--- src/ttw_pkg.sv ---
// ----------------------------------------------------------------------------
// ttw_pkg
// Shared types, screen geometry and character codes of the text terminal
// writer.
// ----------------------------------------------------------------------------
package ttw_pkg;

    // Screen geometry
    localparam int COLUMNS = 80;
    localparam int ROWS    = 25;
    localparam int CELLS   = COLUMNS * ROWS;

    localparam int ADDR_W = $clog2(CELLS);       // cell store index
    localparam int CUR_W  = $clog2(CELLS + 4);   // cursor may run up to CELLS+3
    localparam int COL_W  = $clog2(COLUMNS);
    localparam int POS_W  = CUR_W + 1;           // working position, two's complement

    // Port field widths
    localparam int OP_W    = 2;
    localparam int CHAR_W  = 8;
    localparam int ATTR_W  = 8;
    localparam int CADDR_W = 11;
    localparam int CPOS_W  = 11;
    localparam int PHASE_W = 2;

    typedef enum logic [OP_W-1:0] {
        OP_PUT   = 2'd0,
        OP_READ  = 2'd1,
        OP_CLEAR = 2'd2,
        OP_NOP   = 2'd3
    } t_op;

    typedef enum logic [PHASE_W-1:0] {
        PH_NORMAL = 2'd0,
        PH_BG     = 2'd1,
        PH_FG     = 2'd2
    } t_phase;

    localparam logic [CHAR_W-1:0] CH_BEL   = 8'h07;
    localparam logic [CHAR_W-1:0] CH_BS    = 8'h08;
    localparam logic [CHAR_W-1:0] CH_TAB   = 8'h09;
    localparam logic [CHAR_W-1:0] CH_NL    = 8'h0A;
    localparam logic [CHAR_W-1:0] CH_CR    = 8'h0D;
    localparam logic [CHAR_W-1:0] CH_ESC   = 8'h1B;
    localparam logic [CHAR_W-1:0] CH_SPACE = 8'h20;
    localparam logic [CHAR_W-1:0] CH_S_UP  = 8'h53;
    localparam logic [CHAR_W-1:0] CH_S_LO  = 8'h73;

    localparam logic [ATTR_W-1:0] RESET_ATTR = 8'h07;

    // Write port of the cell store
    typedef struct packed {
        logic              we_char;
        logic              we_attr;
        logic [ADDR_W-1:0] addr;
        logic [CHAR_W-1:0] chr;
        logic [ATTR_W-1:0] attr;
    } t_store_wr;

    // Outcome of one put in the character decoder
    typedef struct packed {
        logic              we_char;
        logic              we_attr;
        logic [ADDR_W-1:0] addr;
        logic [CUR_W-1:0]  base;
        logic [COL_W-1:0]  col;
        logic [ATTR_W-1:0] attr;
        t_phase            phase;
        logic              bell;
    } t_put_res;

    // {valid, nibble} of a hex digit
    function automatic logic [4:0] hex_digit(input logic [CHAR_W-1:0] c);
        logic [4:0] r;
        r = '0;
        if (c >= 8'h30 && c <= 8'h39) begin
            r = {1'b1, 4'(c - 8'h30)};
        end else if (c >= 8'h61 && c <= 8'h66) begin
            r = {1'b1, 4'(c - 8'h57)};
        end else if (c >= 8'h41 && c <= 8'h46) begin
            r = {1'b1, 4'(c - 8'h37)};
        end
        return r;
    endfunction

endpackage

--- src/ttw_put_unit.sv ---
// ----------------------------------------------------------------------------
// ttw_put_unit
// Character decoder: control codes, escape color sequence and printable
// bytes; yields the cell write and the next cursor, attribute and phase.
// ----------------------------------------------------------------------------
module ttw_put_unit import ttw_pkg::*; (
    input  logic [CHAR_W-1:0] i_char,
    input  logic [CUR_W-1:0]  i_base,
    input  logic [COL_W-1:0]  i_col,
    input  logic [ATTR_W-1:0] i_attr,
    input  t_phase            i_phase,
    output t_put_res          o_res
);

    logic [CUR_W-1:0] cur;
    logic [POS_W-1:0] pos;
    logic [COL_W:0]   col_p1;
    logic [COL_W:0]   col_p4;
    logic [4:0]       hx;
    logic             wr;
    logic             with_char;
    logic             pos_ok;

    always_comb begin
        cur       = i_base + CUR_W'(i_col);
        col_p1    = {1'b0, i_col} + (COL_W+1)'(1);
        col_p4    = {1'b0, i_col} + (COL_W+1)'(4);
        hx        = hex_digit(i_char);
        pos       = POS_W'(cur);
        wr        = 1'b0;
        with_char = 1'b0;

        o_res.base  = i_base;
        o_res.col   = i_col;
        o_res.attr  = i_attr;
        o_res.phase = i_phase;
        o_res.bell  = 1'b0;

        if (i_phase != PH_NORMAL) begin
            if (hx[4]) begin
                if (i_phase == PH_BG) begin
                    o_res.attr  = {hx[3:0], i_attr[3:0]};
                    o_res.phase = PH_FG;
                end else begin
                    o_res.attr  = {i_attr[7:4], hx[3:0]};
                    o_res.phase = PH_NORMAL;
                end
            end else if ((i_char == CH_S_LO || i_char == CH_S_UP) && i_phase == PH_BG) begin
                o_res.phase = PH_FG;
            end else begin
                o_res.phase = PH_NORMAL;
            end
        end else begin
            case (i_char)
                CH_NL: begin
                    pos        = POS_W'(i_base) + POS_W'(COLUMNS - 1);
                    wr         = 1'b1;
                    o_res.col  = '0;
                    o_res.base = i_base + CUR_W'(COLUMNS);
                end
                CH_CR: begin
                    // cell before row start; dropped on the top row
                    pos       = POS_W'(i_base) - POS_W'(1);
                    wr        = 1'b1;
                    o_res.col = '0;
                end
                CH_BS: begin
                    pos = POS_W'(cur) - POS_W'(2);
                    wr  = 1'b1;
                    // cursor - 1, held at zero
                    if (cur != '0) begin
                        if (i_col == '0) begin
                            o_res.col  = COL_W'(COLUMNS - 1);
                            o_res.base = i_base - CUR_W'(COLUMNS);
                        end else begin
                            o_res.col = i_col - COL_W'(1);
                        end
                    end
                end
                CH_TAB: begin
                    pos = POS_W'(cur) + POS_W'(3);
                    wr  = 1'b1;
                    if (col_p4 >= (COL_W+1)'(COLUMNS)) begin
                        o_res.col  = COL_W'(col_p4 - (COL_W+1)'(COLUMNS));
                        o_res.base = i_base + CUR_W'(COLUMNS);
                    end else begin
                        o_res.col = col_p4[COL_W-1:0];
                    end
                end
                CH_ESC: begin
                    o_res.phase = PH_BG;
                end
                default: begin
                    // bell writes the attribute only, anything else the char too
                    wr = 1'b1;
                    if (i_char == CH_BEL) begin
                        o_res.bell = 1'b1;
                    end else begin
                        with_char = 1'b1;
                    end
                    if (col_p1 == (COL_W+1)'(COLUMNS)) begin
                        o_res.col  = '0;
                        o_res.base = i_base + CUR_W'(COLUMNS);
                    end else begin
                        o_res.col = col_p1[COL_W-1:0];
                    end
                end
            endcase
        end

        pos_ok        = !pos[POS_W-1] && (pos < POS_W'(CELLS));
        o_res.we_attr = wr && pos_ok;
        o_res.we_char = wr && with_char && pos_ok;
        o_res.addr    = pos[ADDR_W-1:0];
    end

endmodule

--- config.mk ---
export PLATFORM = sky130hd
export DESIGN_NAME = ttw_put_unit
export DESIGN_NICKNAME = d
export VERILOG_FILES = /design/src/ttw_pkg.sv /design/src/ttw_put_unit.sv
export SDC_FILE = /design/constraint.sdc
export NUM_CORES = 1
export LEC_CHECK = 0
export BUFFER_PORTS_ARGS = -buffer_cell sky130_fd_sc_hd__buf_4
export CAP_MARGIN = 10
export CORE_MARGIN = 2
export CORE_UTILIZATION = 56
export DETAILED_ROUTE_END_ITERATION = 12
export GPL_TIMING_DRIVEN = 0
export PLACE_DENSITY_LB_ADDON = 0.05
export SLEW_MARGIN = 40
export SYNTH_ARGS = -nofsm -noshare
export SYNTH_HDL_FRONTEND = slang
export SYNTH_SLANG_ARGS = --single-unit
--- constraint.sdc ---
create_clock -name vclk -period 4.8
set_clock_uncertainty 0.2 [all_clocks]
set_input_delay 0.24 -clock vclk [all_inputs]
set_output_delay 0.24 -clock vclk [all_outputs]
set_load 0.02 [all_outputs]
**After elaboration in Yosys (flattened, before gate mapping)**

Index checks and enable logic that the tools add are counted.

- Equality and inequality tests: 10
- Mux-type cells: 30
- $add $sub $neg: 14
- Reduce and logical (&&, ||, !) cells: 16
- Order comparisons: 8

Operator list:

| cell | count |
|---|---|
| 12-bit case mux with 4 select lines | 1 |
| 11-bit case mux with 4 select lines | 1 |
| 18-bit 2-to-1 mux | 2 |
| 11-bit 2-to-1 mux | 3 |
| 8-bit by 4-bit == test with 1-bit output, second input constant | 4 |
| 7-bit case mux with 4 select lines | 1 |
| 8-bit by 7-bit == test with 1-bit output, second input constant | 3 |
| 8-bit by 7-bit >= comparator with 1-bit output, second input constant | 3 |
| 7-bit 2-to-1 mux | 3 |
| 8-bit by 7-bit less-or-equal comparator with 1-bit output, second input constant | 2 |
| 8-bit 2-to-1 mux | 2 |
| 5-bit 2-to-1 mux | 3 |
| 11-bit by 2-bit adder with 12-bit output, second input constant | 1 |
| 11-bit by 7-bit adder with 12-bit output, second input constant | 1 |
| 12-bit by 11-bit < comparator with 1-bit output, second input constant | 1 |
| 12-bit 2-to-1 mux | 1 |
| 11-bit by 1-bit subtractor with 12-bit output, second input constant | 1 |
| 11-bit by 2-bit subtractor with 12-bit output, second input constant | 1 |
| 11-bit by 7-bit adder with 11-bit output | 1 |
| 11-bit by 7-bit adder with 11-bit output, second input constant | 1 |
| 11-bit nonzero test | 1 |
| 11-bit by 7-bit subtractor with 11-bit output, second input constant | 1 |
| 10-bit 2-to-1 mux | 1 |
| 7-bit by 1-bit adder with 8-bit output, second input constant | 1 |
| 19 further kinds | 38 |

- Flip-flop bits (word level): 0
- Output and inout port bits: 42
- Bits of input ports: 36

**Logic depth before layout (Yosys ltp)**

- Word-level depth: 8
- Depth in mapped cells: 14
- Mapped depth without buffers: 13

**Least setup slack after synthesis**

OpenSTA, ideal clock, no wires.

- Path type: input-to-output
- From: in i_char[4]
- To: out o_res[41] (netlist bit)
- Data required time: 4360 ps
- Stages on the path: 13
- Arrival time: 3512 ps
- Setup slack: 848 ps
- Cells stage by stage: nor4_2 -> and2_1 -> and3_1 -> ha_1 -> a211o_1 -> a31o_2 -> a2111oi_0 -> nor2_1 -> xor2_1 -> a32oi_1 -> o211ai_1 -> and4b_4 -> nor2_1

RTL lines:

| item | line | text |
|---|---|---|
| start, declared | ttw_put_unit.sv:7 | `input logic [CHAR_W-1:0] i_char,` |
| end, declared | ttw_put_unit.sv:12 | `output t_put_res o_res` |

==> results.rst <==
.. list-table::
   :header-rows: 1

   * - Metric
     - Value
   * - Run status
     - finished, final reports clean
   * - Number of stages on the worst setup path
     - 15
   * - Category of cells accounting for the largest share of critical-path delay
     - simple AND/OR/NAND/NOR gates
   * - Vias in the first global route
     - 3891
   * - Buffer and inverter count on the worst path
     - 2
   * - Net count after synthesis
     - between 500 and 600
   * - FFs & Latches
     - 0
   * - Routed length per placed instance
     - approximately 17 um
   * - Filler cell count in the final layout
     - 523
   * - Final period util
     - 89.1%
   * - Number of buffers inserted by post-CTS setup repair
     - 0
   * - Sequential cell fraction of total power
     - 0%
   * - HPWL after DPL
     - 9.10 mm
   * - Area share of xor/xnor cells in the synthesized design
     - just over 6%
   * - Routability congestion estimate
     - 1.01
   * - Number of distinct library cells after synthesis
     - 75
   * - Die W
     - between 80 and 90 um
   * - Proportion of synthesized area in mux cells
     - 3.42%
   * - Port Buffers
     - 78
   * - WL final
     - 11.6 mm
   * - Count of clock-net buffers in the final layout
     - 0
   * - Worst IR Drop VDD
     - 0.0000649 V
   * - Total count of hold-check failures in the final report
     - 0
   * - Worst slew margin relative to its limit
     - 51.9%
   * - Crit. Startpoint
     - i_char[4]
   * - Starting utilization of the core area
     - 59.0%
   * - Average footprint of a synthesized cell
     - around 6.4 sq um
   * - Number of cells traversed by the worst hold path
     - 3
   * - Type of the worst setup path
     - input pin to output pin
   * - Largest net degree at the start of global routing
     - 11
   * - Final sum of negative setup slack
     - 0 ns
   * - Internal power consumption
     - 0.174 mW
   * - DRC viols
     - 0
   * - Pwr dens
     - roughly 110 nW/um^2
   * - Critical hold path startpoint
     - i_attr[1]
   * - Largest cells by area after synthesis
     - sky130_fd_sc_hd__ha_1 (12%), sky130_fd_sc_hd__a21oi_1 (6.2%), sky130_fd_sc_hd__o21ai_0 (6.2%), sky130_fd_sc_hd__nor2_1 (5.5%), sky130_fd_sc_hd__nand2_1 (5.0%)
   * - Cell Chain, Critical Path
     - buf_4 > nor4_2 > and2_1 > and3_1 > ha_1 > a211o_1 > nor3_1 > nand2_1 > a31o_2 > a21oi_1 > mux2_2 > a311oi_1 > nand3_1 > nor2_1 > buf_4
   * - Critical path launch point type
     - input pin
   * - Multi-input combinational cell area
     - 3040 sq um
   * - Storage element area
     - 0 sq um
   * - Sequential element share of the synthesized area
     - 0%
   * - Transition at the pin with the smallest max-transition slack
     - 0.722 ns
   * - Combinational family with the most area after synthesis
     - compound AO/OA/AOI/OAI gates
   * - TritonRoute pass-1 iters
     - 5
   * - Mapped Area
     - 3290 sq um
   * - Highest fanout seen on the critical path
     - 7
   * - Basic-gate share of the synthesized area counting and, or, nand and nor cells
     - between 30 and 40%
   * - Share of synthesized cell area in full adder, half adder and majority cells
     - approximately an eighth
   * - Number of instances in the placed design
     - 661
   * - Total global routing overflow
     - 0
   * - Post-synth top area cell
     - sky130_fd_sc_hd__ha_1
   * - Max-cap violations
     - 0
   * - Die Footprint
     - 6500 sq um
   * - Portion of synthesized cell area occupied by the leading cell type
     - approximately 12%
   * - Stage delay of the slowest cell on the critical path
     - 0.45 ns
   * - Switch share
     - 61.0%
   * - Required time reported for the critical path endpoint
     - 4.36 ns
   * - Overall via count from detail_route
     - around 4500
   * - Row Count
     - 27
   * - Arrival time worst endpoint
     - 3.83 ns
   * - Die boundary height
     - 80.6 um
   * - Post-synthesis instance total
     - 511
   * - RSZ-0062 raised after global routing
     - no
   * - Compound-gate portion of the synthesized area
     - roughly two fifths
   * - Nets
     - 660
   * - Switch Pwr
     - 0.272 mW
   * - Leakage
     - 1.68 nW
   * - Fraction of layout instances using a drive strength above 1
     - 18.7%
   * - Yosys Warn Count
     - 0
   * - Number of top-level pins
     - 78
   * - Post-CTS Hold Buffers
     - 0
   * - Shortest clock period the worst path allows after layout
     - 4.27 ns
   * - Total global-route track usage
     - 34.1%
   * - Total inserted antenna cells
     - 0
   * - Standard cell core area
     - between 5000 and 6000 sq um
   * - Top cells by count, synth
     - sky130_fd_sc_hd__nor2_1 (48), sky130_fd_sc_hd__nand2_1 (44), sky130_fd_sc_hd__a21oi_1 (41), sky130_fd_sc_hd__o21ai_0 (41), sky130_fd_sc_hd__ha_1 (32)
   * - Library cell with the highest instance count after synthesis
     - sky130_fd_sc_hd__nor2_1
   * - DR vias/cell
     - 6.82
   * - Initial detailed-routing violation count
     - between 400 and 500
   * - Power share of the clock group
     - 0%
   * - Count of non-filler cells in the finished layout
     - 661
   * - Most Frequent Cell on Critical Path
     - sky130_fd_sc_hd__buf_4
   * - Post-cts resize count
     - 0
   * - Portion of total power attributed to combinational logic
     - 100.0%
   * - Area delta synth->final
     - 20.8%
   * - Highest-delay cell along the critical path
     - sky130_fd_sc_hd__nor4_2
   * - Hold Crit Class
     - input pin to output pin
   * - Final Max Slew Viols
     - 0
   * - Max Fclk
     - 234 MHz
   * - Initial antenna violation count
     - 0
   * - Endpoints failing setup
     - 0
   * - Remaining antenna violation count
     - 0
   * - Wire length of the first global-routing pass
     - 18.2 mm
   * - Worst setup EP type
     - output pin
-- cells in the final DEF (no fill, tap or decap), types with 7 or more instances in the layout --
cell                       synthesis  routed
sky130_fd_sc_hd__buf_4             4      82
sky130_fd_sc_hd__nor2_1           48      48
sky130_fd_sc_hd__nand2_1          44      44
sky130_fd_sc_hd__a21oi_1          41      41
sky130_fd_sc_hd__o21ai_0          41      41
sky130_fd_sc_hd__ha_1             32      32
sky130_fd_sc_hd__clkbuf_1         26      26
sky130_fd_sc_hd__inv_1            24      24
sky130_fd_sc_hd__nor3_1           21      21
sky130_fd_sc_hd__nand3_1          20      20
sky130_fd_sc_hd__xnor2_1          12      12
sky130_fd_sc_hd__nand4_1          11      11
sky130_fd_sc_hd__o22ai_1          10      10
sky130_fd_sc_hd__mux2i_1           9       9
sky130_fd_sc_hd__xor2_1            7       7
sky130_fd_sc_hd__and3_1            7       7
sky130_fd_sc_hd__o211ai_1          7       7
sky130_fd_sc_hd__nor2b_1           7       7
sky130_fd_sc_hd__a31oi_1           7       7
sky130_fd_sc_hd__nor4_1            7       7
-- through the flow --
stage	util (%)	total power [mW]	setup WS (ns)	area, sq um	hold slack [ns]
2_1_floorplan	-	0.290	0.848	3290	0.393
4_1_cts	71.1	0.433	0.554	3960	0.605
3_5_place_dp	71.1	0.431	0.558	3960	0.601
3_3_place_gp	71.1	0.422	0.635	3960	0.598
6_report	71.2	0.445	0.525	3970	0.601
5_1_grt	71.2	0.479	0.192	3970	0.626
-- layer usage --
metal  part of all wire [%]  vias up  GRT usage (%)
li1                       -     2116              -
met1                     41     2030           45.8
met2                     46      334           57.2
met3                     11       30           3.71
met4                    2.1        0           10.0
met5                      0        -              0
-- power groups by stage --
| stage | clock network [mW] | registers (mW) | logic (mW) |
|---|---|---|---|
| global route | 0 | 0 | 0.479 |
| detailed placement | 0 | 0 | 0.431 |
| CTS | 0 | 0 | 0.433 |
| global placement | 0 | 0 | 0.422 |
| floorplan | 0 | 0 | 0.290 |
| finish | 0 | 0 | 0.445 |
-- path summary, 6_finish.rpt --
check              endpoint  slack [ns]
setup / recovery  o_res[41]        0.53
hold / removal     o_res[4]        0.60
-- tightest hold or removal path, cell delays in order --
cell	delay [ns]
sky130_fd_sc_hd__buf_4	0.08
sky130_fd_sc_hd__a22o_1	0.11
sky130_fd_sc_hd__buf_4	0.13
-- area by class of cell --
type	count	share of cell area, %
multi-input combinational	451	76.5
timing repair buffer	78	14.7
buffer	35	4.16
inverter	25	2.36
tap	72	2.27
-- logic make-up after synthesis --
family | after synthesis
buffers and inverters | 60
adders and majority gates | 33
xor gates and xnor gates | 21
muxes | 11
AOI/OAI and AO/OA | 187
and+or+nand+nor | 199
Power figures use the tool's default switching activity.
